$ cat config.mk
export PLATFORM = sky130hd
export DESIGN_NAME = dwarf_line_program_engine_top
export DESIGN_NICKNAME = d
export VERILOG_FILES = /design/src/design/dlpe_pkg.sv /design/src/design/dlpe_front.sv /design/src/design/dlpe_back.sv /design/src/design/dwarf_line_program_engine_top.sv
export SDC_FILE = /design/constraint.sdc
export NUM_CORES = 2
export LEC_CHECK = 0
export ABC_AREA = 1
export BUFFER_PORTS_ARGS = -buffer_cell sky130_fd_sc_hd__buf_2
export CAP_MARGIN = 10
export CORE_ASPECT_RATIO = 2
export CORE_MARGIN = 8
export CORE_UTILIZATION = 50
export CTS_CLUSTER_DIAMETER = 120
export CTS_CLUSTER_SIZE = 30
export DETAILED_ROUTE_END_ITERATION = 6
export PLACE_DENSITY_LB_ADDON = 0.1
export SYNTH_ARGS = -nofsm -noshare
export SYNTH_HDL_FRONTEND = slang
export SYNTH_SLANG_ARGS = --single-unit
export TNS_END_PERCENT = 20
$ cat constraint.sdc
create_clock -name clk -period 11.1 [get_ports clk]
set_input_delay 1.11 -clock clk [delete_from_list [all_inputs] [get_ports clk]]
set_output_delay 1.11 -clock clk [all_outputs]
set_load 0.01 [all_outputs]
$ cat src/design/dlpe_pkg.sv
// Package for the line program engine: operation codes, queue entry and
// configuration types. No dependencies.
`timescale 1ns / 1ps
package dlpe_pkg;

  localparam int AddrW = 64;
  localparam int RegW  = 32;
  localparam logic [7:0] OpcMax = 8'd255;

  localparam logic [2:0] CFG_OP_BASE     = 3'd0;
  localparam logic [2:0] CFG_LN_RANGE    = 3'd1;
  localparam logic [2:0] CFG_LN_BASE     = 3'd2;
  localparam logic [2:0] CFG_MIN_INST    = 3'd3;
  localparam logic [2:0] CFG_MAX_OPS     = 3'd4;
  localparam logic [2:0] CFG_ADDR_64     = 3'd5;

  localparam logic [7:0] LNS_COPY        = 8'd1;
  localparam logic [7:0] LNS_ADVANCE_PC  = 8'd2;
  localparam logic [7:0] LNS_ADVANCE_LN  = 8'd3;
  localparam logic [7:0] LNS_SET_FILE    = 8'd4;
  localparam logic [7:0] LNS_SET_COLUMN  = 8'd5;
  localparam logic [7:0] LNS_NEGATE_STMT = 8'd6;
  localparam logic [7:0] LNS_BASIC_BLOCK = 8'd7;
  localparam logic [7:0] LNS_CONST_ADD   = 8'd8;
  localparam logic [7:0] LNS_FIXED_ADV   = 8'd9;
  localparam logic [7:0] LNS_PROLOGUE    = 8'd10;
  localparam logic [7:0] LNS_EPILOGUE    = 8'd11;
  localparam logic [7:0] LNS_SET_ISA     = 8'd12;

  localparam logic [7:0] LNE_END_SEQ     = 8'd1;
  localparam logic [7:0] LNE_SET_ADDR    = 8'd2;
  localparam logic [7:0] LNE_DISCRIM     = 8'd4;
  localparam logic [7:0] LNE_LO_USER     = 8'h80;
  localparam logic [7:0] LNE_HI_USER     = 8'hFF;

  localparam logic [1:0] KIND_ROW = 2'd0;
  localparam logic [1:0] KIND_END = 2'd1;
  localparam logic [1:0] KIND_ERR = 2'd2;

  typedef enum logic [3:0] {
    OP_NOP, OP_COPY, OP_END, OP_ERR, OP_SET_ADDR, OP_ADV_LINE, OP_SET_FILE,
    OP_SET_COL, OP_FIXED_PC, OP_SPECIAL, OP_CONST_PC, OP_ADV_PC
  } op_t;

  typedef struct packed {
    op_t              op;
    logic [AddrW-1:0] opd;
  } qent_t;

  typedef struct packed {
    logic [7:0] op_base;
    logic [7:0] ln_range;
    logic [7:0] ln_base;
    logic [7:0] min_inst;
    logic [7:0] max_ops;
    logic       addr_64;
  } cfg_t;

  typedef enum logic [2:0] {
    B_IDLE, B_LDIV, B_ODIV, B_OFIX, B_MUL, B_EMIT
  } bstate_t;

endpackage

$ cat src/design/dlpe_front.sv
// Front end: classifies each instruction and holds it in a two-entry queue.
// Depends on dlpe_pkg.
`timescale 1ns / 1ps
module dlpe_front import dlpe_pkg::*; (
  input  logic        clk,
  input  logic        rst_n,
  input  cfg_t        cfg,
  input  logic        in_valid,
  output logic        in_ready,
  input  logic [7:0]  in_opcode,
  input  logic [7:0]  in_ext_code,
  input  logic [63:0] in_operand,
  output logic        q_valid,
  output qent_t       q_ent,
  input  logic        q_pop
);

  qent_t      mem_r [2];
  logic       wp_r, rp_r;
  logic [1:0] cnt_r;
  qent_t      cls;
  logic       push;

  always_comb begin
    cls.op  = OP_ERR;
    cls.opd = in_operand;
    if (in_opcode == 8'd0) begin
      unique case (in_ext_code)
        LNE_END_SEQ:  cls.op = OP_END;
        LNE_SET_ADDR: cls.op = OP_SET_ADDR;
        LNE_DISCRIM, LNE_LO_USER, LNE_HI_USER: cls.op = OP_NOP;
        default:      cls.op = OP_ERR;
      endcase
    end else if (in_opcode >= cfg.op_base) begin
      cls.op  = OP_SPECIAL;
      cls.opd = {56'd0, in_opcode - cfg.op_base};
    end else begin
      unique case (in_opcode)
        LNS_COPY:       cls.op = OP_COPY;
        LNS_ADVANCE_PC: cls.op = OP_ADV_PC;
        LNS_ADVANCE_LN: cls.op = OP_ADV_LINE;
        LNS_SET_FILE:   cls.op = OP_SET_FILE;
        LNS_SET_COLUMN: cls.op = OP_SET_COL;
        LNS_NEGATE_STMT, LNS_BASIC_BLOCK, LNS_PROLOGUE, LNS_EPILOGUE,
        LNS_SET_ISA:    cls.op = OP_NOP;
        LNS_CONST_ADD: begin
          cls.op  = OP_CONST_PC;
          cls.opd = {56'd0, OpcMax - cfg.op_base};
        end
        LNS_FIXED_ADV:  cls.op = OP_FIXED_PC;
        default:        cls.op = OP_ERR;
      endcase
    end
  end

  assign in_ready = (cnt_r != 2'd2);
  assign push     = in_valid && in_ready;
  assign q_valid  = (cnt_r != 2'd0);
  assign q_ent    = mem_r[rp_r];

  always_ff @(posedge clk) begin
    if (push) mem_r[wp_r] <= cls;
  end

  always_ff @(posedge clk) begin
    if (!rst_n) begin
      wp_r  <= 1'b0;
      rp_r  <= 1'b0;
      cnt_r <= 2'd0;
    end else begin
      if (push) wp_r <= ~wp_r;
      if (q_pop) rp_r <= ~rp_r;
      cnt_r <= cnt_r + {1'b0, push} - {1'b0, q_pop};
    end
  end

endmodule

$ cat src/design/dlpe_back.sv
// Back end: executes queued operations on the line registers with a serial
// divider and shift-add multiplier, and holds the result register.
// Depends on dlpe_pkg.
`timescale 1ns / 1ps
module dlpe_back import dlpe_pkg::*; (
  input  logic        clk,
  input  logic        rst_n,
  input  cfg_t        cfg,
  input  logic        q_valid,
  input  qent_t       q_ent,
  output logic        q_pop,
  output logic        out_valid,
  input  logic        out_ready,
  output logic [1:0]  out_kind,
  output logic [31:0] out_file_index,
  output logic [63:0] out_address,
  output logic [31:0] out_line,
  output logic [31:0] out_column
);

  bstate_t st_r, st_nxt;

  logic [63:0] addr_r, addr_nxt;
  logic [7:0]  opi_r, opi_nxt;
  logic [31:0] file_r, file_nxt, line_r, line_nxt, col_r, col_nxt;
  logic [63:0] dvd_r, dvd_nxt;
  logic [7:0]  rem_r, rem_nxt, div_r, div_nxt;
  logic [8:0]  s_r, s_nxt;
  logic [6:0]  cnt_r, cnt_nxt;
  logic        emit_r, emit_nxt;

  logic        ov_r, ov_nxt;
  logic [1:0]  ok_r, ok_nxt;
  logic [31:0] of_r, of_nxt, ol_r, ol_nxt, oc_r, oc_nxt;
  logic [63:0] oa_r, oa_nxt;

  logic [7:0]  eff_range, eff_ops;
  logic [31:0] lb32;
  logic [8:0]  t;
  logic        ge;
  logic [8:0]  tsub;
  logic [7:0]  rem_step;
  logic [63:0] dvd_step;
  logic        last;
  logic        slot_free;

  assign eff_range = (cfg.ln_range == 8'd0) ? 8'd1 : cfg.ln_range;
  assign eff_ops   = (cfg.max_ops == 8'd0) ? 8'd1 : cfg.max_ops;
  assign lb32      = {{24{cfg.ln_base[7]}}, cfg.ln_base};

  // one restoring division step
  assign t        = {rem_r, dvd_r[63]};
  assign ge       = (t >= {1'b0, div_r});
  assign tsub     = t - {1'b0, div_r};
  assign rem_step = ge ? tsub[7:0] : t[7:0];
  assign dvd_step = {dvd_r[62:0], ge};
  assign last     = (cnt_r == 7'd1);

  assign slot_free = !ov_r || out_ready;
  assign q_pop     = (st_r == B_IDLE) && q_valid && slot_free;

  always_comb begin
    st_nxt = st_r;
    unique case (st_r)
      B_IDLE: begin
        if (q_pop) begin
          unique case (q_ent.op)
            OP_SPECIAL, OP_CONST_PC: st_nxt = B_LDIV;
            OP_ADV_PC: st_nxt = (eff_ops == 8'd1) ? B_OFIX : B_ODIV;
            default:   st_nxt = B_IDLE;
          endcase
        end
      end
      B_LDIV: if (last) st_nxt = B_ODIV;
      B_ODIV: if (last) st_nxt = B_OFIX;
      B_OFIX: if (s_r < {1'b0, div_r}) st_nxt = B_MUL;
      B_MUL:  if (cnt_r[2:0] == 3'd7) st_nxt = emit_r ? B_EMIT : B_IDLE;
      B_EMIT: if (slot_free) st_nxt = B_IDLE;
      default: st_nxt = B_IDLE;
    endcase
  end

  always_comb begin
    addr_nxt = addr_r; opi_nxt = opi_r; file_nxt = file_r;
    line_nxt = line_r; col_nxt = col_r;
    dvd_nxt = dvd_r; rem_nxt = rem_r; div_nxt = div_r; s_nxt = s_r;
    cnt_nxt = cnt_r; emit_nxt = emit_r;
    ov_nxt = ov_r && !out_ready;
    ok_nxt = ok_r; of_nxt = of_r; oa_nxt = oa_r; ol_nxt = ol_r; oc_nxt = oc_r;
    unique case (st_r)
      B_IDLE: begin
        if (q_pop) begin
          if (q_ent.op == OP_COPY || q_ent.op == OP_END || q_ent.op == OP_ERR) begin
            ov_nxt = 1'b1;
            of_nxt = file_r; oa_nxt = addr_r; ol_nxt = line_r; oc_nxt = col_r;
            ok_nxt = (q_ent.op == OP_COPY) ? KIND_ROW :
                     (q_ent.op == OP_END)  ? KIND_END : KIND_ERR;
          end
          unique case (q_ent.op)
            OP_END: begin
              addr_nxt = '0; opi_nxt = '0; file_nxt = 32'd1;
              line_nxt = 32'd1; col_nxt = '0;
            end
            OP_SET_ADDR: begin
              addr_nxt = cfg.addr_64 ? q_ent.opd : {32'd0, q_ent.opd[31:0]};
              opi_nxt  = '0;
            end
            OP_ADV_LINE: line_nxt = line_r + q_ent.opd[31:0];
            OP_SET_FILE: file_nxt = q_ent.opd[31:0];
            OP_SET_COL:  col_nxt  = q_ent.opd[31:0];
            OP_FIXED_PC: begin
              addr_nxt = addr_r + {48'd0, q_ent.opd[15:0]};
              opi_nxt  = '0;
            end
            OP_SPECIAL, OP_CONST_PC: begin
              dvd_nxt  = {q_ent.opd[7:0], 56'd0};
              rem_nxt  = '0;
              cnt_nxt  = 7'd8;
              div_nxt  = eff_range;
              emit_nxt = (q_ent.op == OP_SPECIAL);
            end
            OP_ADV_PC: begin
              dvd_nxt  = q_ent.opd;
              rem_nxt  = '0;
              cnt_nxt  = 7'd64;
              div_nxt  = eff_ops;
              s_nxt    = {1'b0, opi_r};
              emit_nxt = 1'b0;
            end
            default: ;
          endcase
        end
      end
      B_LDIV: begin
        dvd_nxt = dvd_step; rem_nxt = rem_step; cnt_nxt = cnt_r - 7'd1;
        if (last) begin
          // line step from the remainder, then advance by the quotient
          if (emit_r) line_nxt = line_r + lb32 + {24'd0, rem_step};
          dvd_nxt = {dvd_step[7:0], 56'd0};
          rem_nxt = '0;
          cnt_nxt = 7'd8;
          div_nxt = eff_ops;
        end
      end
      B_ODIV: begin
        dvd_nxt = dvd_step; rem_nxt = rem_step; cnt_nxt = cnt_r - 7'd1;
        if (last) s_nxt = {1'b0, opi_r} + {1'b0, rem_step};
      end
      B_OFIX: begin
        // fold the carried operations back into the quotient
        if (s_r >= {1'b0, div_r}) begin
          s_nxt   = s_r - {1'b0, div_r};
          dvd_nxt = dvd_r + 64'd1;
        end else begin
          opi_nxt = s_r[7:0];
          cnt_nxt = '0;
        end
      end
      B_MUL: begin
        if (cfg.min_inst[cnt_r[2:0]]) addr_nxt = addr_r + (dvd_r << cnt_r[2:0]);
        cnt_nxt = cnt_r + 7'd1;
      end
      B_EMIT: begin
        if (slot_free) begin
          ov_nxt = 1'b1; ok_nxt = KIND_ROW;
          of_nxt = file_r; oa_nxt = addr_r; ol_nxt = line_r; oc_nxt = col_r;
        end
      end
      default: ;
    endcase
  end

  always_ff @(posedge clk) begin
    if (!rst_n) begin
      st_r <= B_IDLE; ov_r <= 1'b0;
      addr_r <= '0; opi_r <= '0; file_r <= 32'd1; line_r <= 32'd1; col_r <= '0;
    end else begin
      st_r <= st_nxt; ov_r <= ov_nxt;
      addr_r <= addr_nxt; opi_r <= opi_nxt; file_r <= file_nxt;
      line_r <= line_nxt; col_r <= col_nxt;
    end
  end

  always_ff @(posedge clk) begin
    dvd_r <= dvd_nxt; rem_r <= rem_nxt; div_r <= div_nxt; s_r <= s_nxt;
    cnt_r <= cnt_nxt; emit_r <= emit_nxt;
    ok_r <= ok_nxt; of_r <= of_nxt; oa_r <= oa_nxt; ol_r <= ol_nxt; oc_r <= oc_nxt;
  end

  assign out_valid      = ov_r;
  assign out_kind       = ok_r;
  assign out_file_index = of_r;
  assign out_address    = oa_r;
  assign out_line       = ol_r;
  assign out_column     = oc_r;

endmodule

$ cat src/design/dwarf_line_program_engine_top.sv
// Top level of the line program engine: configuration registers, front end
// and back end. Depends on dlpe_pkg, dlpe_front and dlpe_back.
`timescale 1ns / 1ps
// Usage:
//  - in_* carries one decoded line program instruction per request
//    (opcode, extended code, operand); accepted when in_valid && in_ready.
//  - out_* carries one row or error request; taken when out_valid && out_ready.
//  - cfg_we writes register cfg_index with cfg_wdata in the same edge;
//    write only while the engine is idle.
// Back-end work per opcode:
//  - simple opcodes: registered in the queue, then in the result register;
//    one instruction per cycle through the back end while no result stalls.
//  - special opcodes: the back end is busy for an 8-step line divide, an
//    8-step operation divide, carry fold, 8-step address multiply and
//    emit; const_add_pc runs the same steps without the emit.
//  - advance_pc: a 64-step divide when max_ops_per_inst > 1, none with a
//    single operation per instruction, then carry fold and multiply; a
//    carried operation index at or above the divisor adds fold steps.
// Reset clears the queue, the result register and returns the line
// registers to their start values; configuration returns to its defaults.
// A stalled receiver holds the result; the back end stops taking work and
// the two-entry queue fills before in_ready drops.
module dwarf_line_program_engine_top import dlpe_pkg::*; (
  input  logic        clk,
  input  logic        rst_n,
  input  logic        in_valid,
  output logic        in_ready,
  input  logic [7:0]  in_opcode,
  input  logic [7:0]  in_ext_code,
  input  logic [63:0] in_operand,
  output logic        out_valid,
  input  logic        out_ready,
  output logic [1:0]  out_kind,
  output logic [31:0] out_file_index,
  output logic [63:0] out_address,
  output logic [31:0] out_line,
  output logic [31:0] out_column,
  input  logic        cfg_we,
  input  logic [2:0]  cfg_index,
  input  logic [7:0]  cfg_wdata
);

  cfg_t  cfg_r;
  logic  q_valid, q_pop;
  qent_t q_ent;

  // hold configuration; unlisted indexes are dropped
  always_ff @(posedge clk) begin
    if (!rst_n) begin
      cfg_r.op_base  <= 8'd13;
      cfg_r.ln_range <= 8'd14;
      cfg_r.ln_base  <= 8'hFB;
      cfg_r.min_inst <= 8'd1;
      cfg_r.max_ops  <= 8'd1;
      cfg_r.addr_64  <= 1'b1;
    end else if (cfg_we) begin
      unique case (cfg_index)
        CFG_OP_BASE:  cfg_r.op_base  <= cfg_wdata;
        CFG_LN_RANGE: cfg_r.ln_range <= cfg_wdata;
        CFG_LN_BASE:  cfg_r.ln_base  <= cfg_wdata;
        CFG_MIN_INST: cfg_r.min_inst <= cfg_wdata;
        CFG_MAX_OPS:  cfg_r.max_ops  <= cfg_wdata;
        CFG_ADDR_64:  cfg_r.addr_64  <= cfg_wdata[0];
        default: ;
      endcase
    end
  end

  dlpe_front u_front (
    .clk, .rst_n, .cfg(cfg_r),
    .in_valid, .in_ready, .in_opcode, .in_ext_code, .in_operand,
    .q_valid, .q_ent, .q_pop
  );

  dlpe_back u_back (
    .clk, .rst_n, .cfg(cfg_r),
    .q_valid, .q_ent, .q_pop,
    .out_valid, .out_ready, .out_kind, .out_file_index, .out_address,
    .out_line, .out_column
  );

endmodule

==> results.json <==
{
  "status": "complete, but fails checks",
  "violations": "design-rule violations",
  "finClkSkew_ns": 0.0657,
  "setup_viol": 0,
  "num-fill-cells": 8663,
  "end_kind": "register",
  "critPathBufInv": 4,
  "path_delay_family": "compound AO/OA/AOI/OAI gates",
  "finish.instance_area_mm2": 0.0465,
  "tns_ns": 0,
  "avgSynthCellArea_um2": 7.11,
  "post_cts_resized": 0,
  "num_rows": 153,
  "netlist_instances": 6105,
  "final_common_cell": "nand2_1",
  "syn_nets": 6419,
  "ys.flop_type": "edfxtp_1",
  "post-route-period-util_pct": 48.8,
  "drc": 3,
  "dr.pass1.iters": 7,
  "worst_skew_pair.late_latency_ns": 0.70,
  "r2r_cells": 27,
  "worstPathMaxFanout": 16,
  "grt_pass1_wl_mm": 261,
  "antenna_found_initial": 6,
  "cts_setup_buffers": 0,
  "rsz0062_at_grt": "no",
  "overflow": 0,
  "ys_types": 60,
  "drt_iter0_drc": 5399,
  "cts_tree": "built",
  "io-pin-count": 260,
  "routabilityCongestion": 1.12,
  "root_buffer": "clkbuf_16",
  "cts_sinks": 613,
  "irDropWorstVdd_v": 0.000299,
  "vias": 44089,
  "maxSlewViolCount": 0,
  "rr_startpoint": "u_back.div_r[2]",
  "ys_seq_area_share_pct": 37.4,
  "min_to": "u_back.out_file_index[2]",
  "grt_usage_pct": 35.7,
  "power_density_mw_per_mm2": 355,
  "cts_max_level": 1,
  "area_growth_pct": 7.01,
  "core_mm2": 0.0865,
  "fin_cells": 7434,
  "arrival_ns": 5.98,
  "dp_hpwl_mm": 143,
  "worstPathRequired_ns": 11.67,
  "worst_pin_slew_ns": 1.17,
  "maxSlewHeadroom_pct": 22.0,
  "dp.cells": 7385,
  "synth_edf_count": 395,
  "yosysWarnings": 0,
  "synthArstFlopShare_pct": 0,
  "dieArea_mm2": 0.0971,
  "grt_pass1_vias": 40315,
  "power_mw": 16.5,
  "port_buffers": 259,
  "clkSlewWorstSetupHoldPaths_ns": 0.14,
  "whs_path_depth": 0,
  "rrSetupSlack_ns": 5.69,
  "ant_nets": 0,
  "slowest_delay_ns": 0.92,
  "hp-class": "register to register",
  "p_leak_nw": 20.9,
  "fmaxAchievable_mhz": 185,
  "cts_buffers": 24,
  "startpoint_type": "register",
  "yosys_register_bits": 613,
  "postCtsHoldBufs": 0,
  "multi_input_area_mm2": 0.0231,
  "critPathKind": "register to register",
  "die_h_um": 433,
  "seqCellArea_mm2": 0.0162,
  "layout_min_cycle_time_ns": 5.41,
  "wirelength_mm": 181,
  "layout_common_cells": "1,559 x nand2_1, 878 x inv_1, 636 x nor2_1",
  "post-route-util_pct": 53.7,
  "hold_start": "u_back.file_r[2]",
  "drive_gt1_share_pct": 6.99,
  "clockBufferDepth": 3,
  "initial_core_util_pct": 50.2,
  "grt_max_degree": 129,
  "synth.cell_area_mm2": 0.0434,
  "maxCapViolations": 0,
  "r2r-end": "u_back.line_r[30]",
  "die_x_um": 224,
  "viasPerCell": 5.93,
  "slowest_stage": "o21ai_0",
  "nNetsFinal": 6564,
  "placed_area_mm2": 0.0458,
  "hold_violations": 0,
  "cpMostUsedCell": "nand2_1",
  "wl_per_cell_um": 24.4
}
[synthesized netlist by cell type, types with 4 or more instances]
library cell / count / share of area, %
buf_4: 4 / 0.069
and2_1: 6 / 0.086
ha_1: 202 / 5.8
o21ai_1: 18 / 0.21
o311ai_0: 4 / 0.081
nor4_1: 16 / 0.23
nand3b_1: 34 / 0.59
xnor2_1: 12 / 0.24
buf_1: 14 / 0.12
and3_1: 5 / 0.072
a22oi_1: 37 / 0.64
o221ai_1: 17 / 0.34
o22ai_1: 11 / 0.16
a21o_1: 8 / 0.14
o21bai_1: 24 / 0.41
a21oi_1: 373 / 4.3
nand2_2: 5 / 0.072
xor2_1: 39 / 0.79
dfxtp_1: 218 / 10
nand4_1: 93 / 1.3
nor2_2: 5 / 0.072
nand2_1: 1559 / 13
nor2_1: 643 / 5.6
o21ai_0: 373 / 4.3
inv_1: 880 / 7.6
inv_2: 9 / 0.078
mux2i_1: 113 / 2.6
o211ai_1: 81 / 1.4
nand3_1: 518 / 6.0
mux2_2: 33 / 0.86
o21a_1: 9 / 0.16
nor3_1: 83 / 0.96
buf_2: 51 / 0.59
a31oi_1: 17 / 0.24
buf_6: 6 / 0.16
or2_2: 30 / 0.43
edfxtp_1: 395 / 27
nor2_4: 5 / 0.13
clkbuf_1: 103 / 0.89
fa_1: 16 / 0.74
[power breakdown]
group / internal (mW) / total, mW / switching [mW]
registers: 3.29 / 4.16 / 0.866
clock network: 0.420 / 1.19 / 0.774
logic: 3.20 / 11.1 / 7.94
[worst reg2reg max path, stage by stage (launching register included)]
cell and delay (ns):
edfxtp_1 0.38, inv_1 0.10, ha_1 0.28, a21oi_1 0.21
o21ai_0 0.14, nor2_1 0.11, nor2_1 0.06, nor2_1 0.08
o21bai_1 0.09, nand2_1 0.09, nand2_1 0.30, o21ai_0 0.93
fa_1 0.56, inv_1 0.07, ha_1 0.16, nand3_1 0.08
nand2_1 0.17, inv_1 0.08, nor2_1 0.09, nor2_1 0.05
o21ai_0 0.61, nand3_1 0.20, nand2_1 0.11, nand2_1 0.06
nand3_1 0.08, nand3_1 0.10, nand2_1 0.08, inv_1 0.04
[logic make-up after synthesis]
| kind of cell | share of synthesized area, % |
|---|---|
| AO/OA/AOI/OAI | 12.8 |
| XOR/XNOR | 1.03 |
| adder cells (fa/ha/maj) | 6.56 |
| buffers and inverters | 9.54 |
| flip-flops | 37.4 |
| multiplexers | 3.46 |
| AND/OR/NAND/NOR | 29.3 |
[state kept, by name, summed over array words and instances (netlist names), 9 cells and up, named ones only]
signal                 flops
u_back.out_file_index     32
u_back.addr_r             64
u_back.dvd_r              64
u_back.s_r                 9
u_back.out_column         32
u_back.line_r             32
u_front.mem_r            136
u_back.out_line           32
u_back.out_address        64
u_back.col_r              32
u_back.file_r             32
cfg_r                     41
[routing by layer]
layer  track usage [%]  part of all wire [%]
met1              45.9                    39
met2              54.9                    43
met3              6.77                    10
met4              22.5                   7.4
met5                 0                 0.012
[through the flow]
| stage | hold slack (ns) | worst slack [ns] |
|---|---|---|
| floorplan | 0.409 | 0.969 |
| detailed placement | 0.414 | 5.84 |
| global placement | 0.413 | 5.92 |
| finish | 0.427 | 5.69 |
| CTS | 0.423 | 5.80 |
| global route | 0.455 | 5.29 |
[worst max-delay path by stage]
stage	from	to	slack [ns]	cells after the start
global placement	u_back.div_r[2]	u_back.line_r[27]	5.92	29
detailed placement	u_back.div_r[2]	u_back.line_r[30]	5.84	27
floorplan	out_ready	u_back.out_address[0]	0.97	6
CTS	u_back.div_r[4]	u_back.line_r[30]	5.80	27
finish	u_back.div_r[2]	u_back.line_r[30]	5.69	27
global route	u_back.rem_r[3]	u_back.line_r[29]	5.29	29
[final cells by class]
type | count | area share [%]
multi-input combinational | 4422 | 49.8
sequential | 613 | 34.9
inverter | 892 | 7.22
timing repair buffer | 297 | 3.40
tap | 1162 | 3.13
clock buffer | 40 | 1.42
clock inverter | 4 | 0.0862
antenna | 4 | 0.0215
(Power assumes the default switching activity.)
